$ cat config.mk
export PLATFORM = sky130hd
export DESIGN_NAME = pmsc_front_flat
export DESIGN_NICKNAME = d
export VERILOG_FILES = /design/src/hw/rtl/pmsc_pkg.sv /design/src/hw/rtl/pmsc_in_if.sv /design/src/hw/rtl/pmsc_front.sv /design/src/flat_wrapper.sv
export SDC_FILE = /design/constraint.sdc
export NUM_CORES = 1
export LEC_CHECK = 0
export BUFFER_PORTS_ARGS = -buffer_cell sky130_fd_sc_hd__buf_4
export CORE_MARGIN = 2
export CORE_UTILIZATION = 30
export CTS_CLUSTER_DIAMETER = 80
export DETAILED_ROUTE_END_ITERATION = 8
export GPL_TIMING_DRIVEN = 1
export MAX_ROUTING_LAYER = met4
export PLACE_DENSITY = 0.49
export SLEW_MARGIN = 10
export SYNTH_ARGS = -nofsm -noshare
export SYNTH_HDL_FRONTEND = slang
export SYNTH_SLANG_ARGS = --single-unit
$ cat constraint.sdc
create_clock -name clk -period 2 [get_ports clk]
set_input_delay 0.6 -clock clk [delete_from_list [all_inputs] [get_ports clk]]
set_output_delay 0.6 -clock clk [all_outputs]
set_load 0.05 [all_outputs]
$ cat src/hw/rtl/pmsc_pkg.sv
package pmsc_pkg;

	localparam int MAX_MOTIF_LEN_DEF = 32;
	localparam int WEIGHT_BITS_DEF   = 16;
	localparam int POSITION_BITS_DEF = 32;

	localparam int NUM_BASES     = 5;
	localparam int BASE_W        = 3;
	localparam int LOAD_W        = 16;
	localparam int THRESH_W      = 21;
	localparam int LEN_CFG_W     = 6;
	localparam int CFG_DATA_W    = 21;
	localparam int CFG_IDX_W     = 2;
	localparam int START_W       = 32;

	localparam logic [1:0] OP_LOAD  = 2'd0;
	localparam logic [1:0] OP_BASE  = 2'd1;
	localparam logic [1:0] OP_CLEAR = 2'd2;

	localparam logic [CFG_IDX_W-1:0] CFG_MOTIF_LEN = 2'd0;
	localparam logic [CFG_IDX_W-1:0] CFG_THRESHOLD = 2'd1;

	localparam logic [BASE_W-1:0] BASE_N = 3'd0;
	localparam logic [BASE_W-1:0] BASE_T = 3'd4;

	typedef enum logic [1:0] {
		CMD_LOAD,
		CMD_BASE,
		CMD_CLEAR
	} cmd_kind_t;

	function automatic logic [BASE_W-1:0] complement(input logic [BASE_W-1:0] b);
		logic [BASE_W-1:0] r;
		if (b == BASE_N) r = BASE_N;
		else r = BASE_W'(NUM_BASES) - b;
		return r;
	endfunction

endpackage

$ cat src/hw/rtl/pmsc_in_if.sv
interface pmsc_in_if;
	logic        valid;
	logic        ready;
	logic [1:0]  opcode;
	logic [4:0]  load_position;
	logic [2:0]  load_base;
	logic signed [15:0] load_weight;
	logic [2:0]  base_code;

	modport source (output valid, opcode, load_position, load_base, load_weight, base_code,
		input ready);
	modport sink (input valid, opcode, load_position, load_base, load_weight, base_code,
		output ready);
endinterface

$ cat src/hw/rtl/pmsc_front.sv
module pmsc_front import pmsc_pkg::*; #(
	parameter int MAX_MOTIF_LEN = MAX_MOTIF_LEN_DEF,
	parameter int WEIGHT_BITS   = WEIGHT_BITS_DEF,
	parameter int AW            = $clog2(MAX_MOTIF_LEN * NUM_BASES)
) (
	input  logic                   clk,
	input  logic                   arst_n,
	pmsc_in_if.sink                items,
	output logic                   cmd_valid,
	input  logic                   cmd_pop,
	output cmd_kind_t              cmd_kind,
	output logic [AW-1:0]          cmd_addr,
	output logic [WEIGHT_BITS-1:0] cmd_weight,
	output logic [BASE_W-1:0]      cmd_base
);
	localparam longint WHI = (longint'(1) <<< (WEIGHT_BITS - 1)) - 1;
	localparam longint WLO = -WHI - 1;

	cmd_kind_t              kind;
	logic                   keep;
	logic [AW-1:0]          addr;
	logic [WEIGHT_BITS-1:0] weight;
	logic [BASE_W-1:0]      base;
	longint                 w_l;
	longint                 sat_l;

	always_comb begin
		w_l   = longint'(items.load_weight);
		sat_l = (w_l > WHI) ? WHI : ((w_l < WLO) ? WLO : w_l);
		weight = WEIGHT_BITS'(sat_l);
		addr = AW'(AW'(items.load_position) * AW'(NUM_BASES) + AW'(items.load_base));
		base = (items.base_code > BASE_T) ? BASE_N : items.base_code;
		kind = CMD_LOAD;
		keep = 1'b0;
		unique case (items.opcode)
			OP_LOAD: begin
				kind = CMD_LOAD;
				keep = (items.load_base <= BASE_T) &&
					(int'(items.load_position) < MAX_MOTIF_LEN);
			end
			OP_BASE: begin
				kind = CMD_BASE;
				keep = 1'b1;
			end
			OP_CLEAR: begin
				kind = CMD_CLEAR;
				keep = 1'b1;
			end
			default: begin
				kind = CMD_LOAD;
				keep = 1'b0;
			end
		endcase
	end

	cmd_kind_t              kind_q   [2];
	logic [AW-1:0]          addr_q   [2];
	logic [WEIGHT_BITS-1:0] weight_q [2];
	logic [BASE_W-1:0]      base_q   [2];
	logic                   wr_ptr_q;
	logic                   rd_ptr_q;
	logic [1:0]             cnt_q;
	logic                   push;
	logic                   pop;

	assign items.ready = (cnt_q != 2'd2);
	assign push = items.valid && items.ready && keep;
	assign pop  = cmd_pop && (cnt_q != 2'd0);

	always_ff @(posedge clk or negedge arst_n) begin
		if (!arst_n) begin
			wr_ptr_q <= 1'b0;
			rd_ptr_q <= 1'b0;
			cnt_q    <= 2'd0;
		end else begin
			if (push) wr_ptr_q <= ~wr_ptr_q;
			if (pop) rd_ptr_q <= ~rd_ptr_q;
			cnt_q <= cnt_q + 2'(push) - 2'(pop);
		end
	end

	always_ff @(posedge clk) begin
		if (push) begin
			kind_q[wr_ptr_q]   <= kind;
			addr_q[wr_ptr_q]   <= addr;
			weight_q[wr_ptr_q] <= weight;
			base_q[wr_ptr_q]   <= base;
		end
	end

	assign cmd_valid  = (cnt_q != 2'd0);
	assign cmd_kind   = kind_q[rd_ptr_q];
	assign cmd_addr   = addr_q[rd_ptr_q];
	assign cmd_weight = weight_q[rd_ptr_q];
	assign cmd_base   = base_q[rd_ptr_q];
endmodule

$ cat src/flat_wrapper.sv
// flat-port wrapper written by rule: the top's interface ports become plain ports
module pmsc_front_flat import pmsc_pkg::*;
#(
	parameter int MAX_MOTIF_LEN = MAX_MOTIF_LEN_DEF,
	parameter int WEIGHT_BITS   = WEIGHT_BITS_DEF,
	parameter int AW            = $clog2(MAX_MOTIF_LEN * NUM_BASES)
)
  (clk, arst_n, cmd_valid, cmd_pop, cmd_kind, cmd_addr, cmd_weight, cmd_base, items_valid, items_opcode, items_load_position, items_load_base, items_load_weight, items_base_code, items_ready);
  pmsc_in_if items_i ();
  input  logic clk;
  input  logic arst_n;
  output logic cmd_valid;
  input  logic cmd_pop;
  output cmd_kind_t cmd_kind;
  output logic [AW-1:0] cmd_addr;
  output logic [WEIGHT_BITS-1:0] cmd_weight;
  output logic [BASE_W-1:0] cmd_base;
  input wire logic [$bits(items_i.valid)-1:0] items_valid;
  input wire logic [$bits(items_i.opcode)-1:0] items_opcode;
  input wire logic [$bits(items_i.load_position)-1:0] items_load_position;
  input wire logic [$bits(items_i.load_base)-1:0] items_load_base;
  input wire logic [$bits(items_i.load_weight)-1:0] items_load_weight;
  input wire logic [$bits(items_i.base_code)-1:0] items_base_code;
  output wire logic [$bits(items_i.ready)-1:0] items_ready;
  assign items_i.valid = items_valid;
  assign items_i.opcode = items_opcode;
  assign items_i.load_position = items_load_position;
  assign items_i.load_base = items_load_base;
  assign items_i.load_weight = items_load_weight;
  assign items_i.base_code = items_base_code;
  assign items_ready = items_i.ready;
  pmsc_front #(.MAX_MOTIF_LEN(MAX_MOTIF_LEN), .WEIGHT_BITS(WEIGHT_BITS), .AW(AW)) u_core (.clk(clk), .arst_n(arst_n), .items(items_i), .cmd_valid(cmd_valid), .cmd_pop(cmd_pop), .cmd_kind(cmd_kind), .cmd_addr(cmd_addr), .cmd_weight(cmd_weight), .cmd_base(cmd_base));
endmodule
==> flow_metrics.env <==
export IMPL_status="finished with violations"
export IMPL_violations="negative setup slack"
export IMPL_cts_max_path_buffers=2
export IMPL_die_h_um=100.1
export IMPL_worstPathArrival_ns=1.45
export IMPL_synth_seq_cells=62
export IMPL_chipWidth_um=100.1
export IMPL_track_usage_pct=10.60
export IMPL_fillers=820
export IMPL_maxSlewViolCount=0
export IMPL_synthCells=168
export IMPL_dieArea_um2=10030
export IMPL_synthDistinctLibCells=27
export IMPL_synthTopCellsByCount="58 x edfxtp_1, 29 x mux2_2, 21 x ha_1"
export IMPL_synth_top_family_by_area="multiplexers"
export IMPL_root_buffer="clkbuf_8"
export IMPL_cts_setup_buffers=0
export IMPL_register_area_um2=1843
export IMPL_dpl_hpwl_um=3664
export IMPL_drtAntennaViolNets=0
export IMPL_tightest_slew_ns=0.2653
export IMPL_drt_wl_total_um=5082
export IMPL_start_util_pct=30.44
export IMPL_synthXorXnorAreaFrac_pct=2.482
export IMPL_synth_edf_count=58
export IMPL_period_needed_ns=2.048
export IMPL_htreeDepth=3
export IMPL_ioPinCount=64
export IMPL_rsz0062_at_grt="yes"
export IMPL_synthesis_nets=223
export IMPL_p_per_area_nw_per_um2=1332
export IMPL_yosys_warnings=0
export IMPL_finalHoldViolCount=0
export IMPL_synth_top_cell_area_share_pct=62.82
export IMPL_gr_total_overflow=0
export IMPL_holdBufCountCts=0
export IMPL_fmax_mhz=488.2
export IMPL_cts_made_buffers=9
export IMPL_drc=0
export IMPL_setup_slack_ns=-0.04842
export IMPL_hold_slack_ns=0.06017
export IMPL_fin_skew_ns=0.007732
export IMPL_cp_start_kind="flip-flop"
export IMPL_vias_per_cell=4.448
export IMPL_timing_slew_headroom_pct=82.28
export IMPL_worstHoldPathType="in2async"
export IMPL_drive_above_1_share_pct=60.08
export IMPL_core_area_um2=9109
export IMPL_crit_path_max_fanout=19
export IMPL_end_kind="output pin"
export IMPL_setup_tns_ns=-0.9451
export IMPL_gp_congestion=0.6483
export IMPL_synth_async_reset_ratio_pct=6.452
export IMPL_maxCapViolCount=0
export IMPL_yosys_area_share_simple_pct=2.978
export IMPL_synth_most_common_cell="edfxtp_1"
export IMPL_synth_area_leaders="edfxtp_1 63%, mux2_2 12%, ha_1 9.5%"
export IMPL_cts_sinks=62
export IMPL_dp_slack_ns=-0.3189
export IMPL_cts_tree="done"
export IMPL_final_instance_count_excl_fill=359
export IMPL_syn_to_final_growth_pct=46.25
export IMPL_synth_area_um2=2773
export IMPL_antenna_found_initial=0
export IMPL_finalPower_uw=5400
export IMPL_firstDrtPassIters=4
export IMPL_multiInputGateArea_um2=1027
export IMPL_p_leak_uw=0.001583
export IMPL_synth_compound_area_share_pct=2.888
export IMPL_crit_required_ns=1.40
export IMPL_fin_nets=298
export IMPL_dp_cells=342
export IMPL_grt_pass1_wl_um=7790
export IMPL_critPathKind="reg2out"
export IMPL_synth_adder_area_share_pct=10.20
export IMPL_final_period_utilization_pct=102.4
export IMPL_wire_per_inst_um=14.16
export IMPL_via_count=1597
export IMPL_antenna_cells=0
export IMPL_setup_viol=25
export IMPL_worstSkewPairLatency_ns=0.33
export IMPL_syn_avg_cell_area_um2=16.50
export IMPL_ir_worst_vdd_mv=0.4229
export IMPL_synth_top_cell_by_area="edfxtp_1"
export IMPL_portBuffers=63
export IMPL_yosysSeqAreaShare_pct=66.43
export IMPL_grt_pass1_vias=1617
export IMPL_grt_max_degree=20
export IMPL_rows=35
export IMPL_drt_initial_drc_count=21
export IMPL_yosys_mux_area_fraction_pct=11.78
export IMPL_path_clk_slew_ns=0.06
export IMPL_ys_flop_type="edfxtp_1"
cells in the final DEF, fill, tap and decap left out, drive strengths merged:
cell type  instances
fa                 1
edfxtp            58
bufinv             2
dfrtp              4
clkbuf            10
o21bai             1
mux2              29
nor2               2
clkinvlp           1
and2b              1
xor2               3
a21oi              3
and4bb             1
clkinv             3
buf               83
inv                4
a211oi             3
or2                1
xnor2              4
ha                21
nand2b             1
o21ai              4
nor2b              2
nand2              1
and2               2
nor3b              1
a21o               2
final timing paths:
path                                         end            startpoint  depth (start not counted)  slack, ns
min                              u_core.cnt_q[1]                arst_n                          1       0.06
min reg2reg                      u_core.wr_ptr_q       u_core.wr_ptr_q                          1       0.52
max in group asynchronous        u_core.rd_ptr_q                arst_n                          1       1.83
max                               cmd_weight[10]       u_core.rd_ptr_q                          3      -0.05
max reg2reg                      u_core.cnt_q[1]       u_core.cnt_q[1]                          6       0.39
min in group clk           u_core.weight_q[1][1]  items_load_weight[1]                          1       0.45
per-layer routing:
layer,GRT usage (%),share of wire (%)
met1,12.80,44
met2,15.95,48
met3,2.786,5.5
met4,6.322,2.4
met5,-,0
through the flow:
| step | utilization (%) | cell area [um^2] |
|---|---|---|
| 5_1_grt | 44.52 | 4055 |
| 2_1_floorplan | - | 2933 |
| 3_5_place_dp | 40.34 | 3675 |
| 4_1_cts | 43.97 | 4005 |
| 6_report | 44.52 | 4055 |
| 3_3_place_gp | 40.34 | 3675 |
cell type report:
type | count | share of cell area, %
flip-flops and latches | 62 | 45.45
multi-input cells | 83 | 25.33
repair buffers | 83 | 20.15
well taps | 111 | 3.425
clock buffers | 10 | 3.147
clock inverters | 6 | 2.129
inverters | 4 | 0.3703
power by group:
group	total, uW	internal [uW]	switching, uW
clock network	1160	699	458
logic	2530	1090	1440
registers	1710	1640	67.1
worst max-delay path, stage by stage (launching register included):
cell	delay [ns]
dfrtp_2	0.42
buf_12	0.18
mux2_2	0.36
buf_6	0.15
sequential cells by signal, summed over array words and instances (netlist names):
name and cells:
u_core.addr_q 16, u_core.base_q 6, u_core.cnt_q 2, u_core.kind_q 4, u_core.rd_ptr_q 1, u_core.weight_q 32, u_core.wr_ptr_q 1
timing repair:
item,4_1_cts,5_1_grt
setup endpoints to repair,29,33
pin swaps,0,3
cloned,0,1
gates resized for setup,31,15
cell families (layout without fill, tap and decap cells):
kind of cell,count (synthesis),after routing
flip-flops,62,62
multiplexers,29,29
buffers and inverters,23,103
adder cells (fa/ha/maj),22,22
AO/OA/AOI/OAI,13,13
AND/OR/NAND/NOR,12,12
XOR/XNOR,7,7
Note: power is estimated with default switching activity, not from simulation.
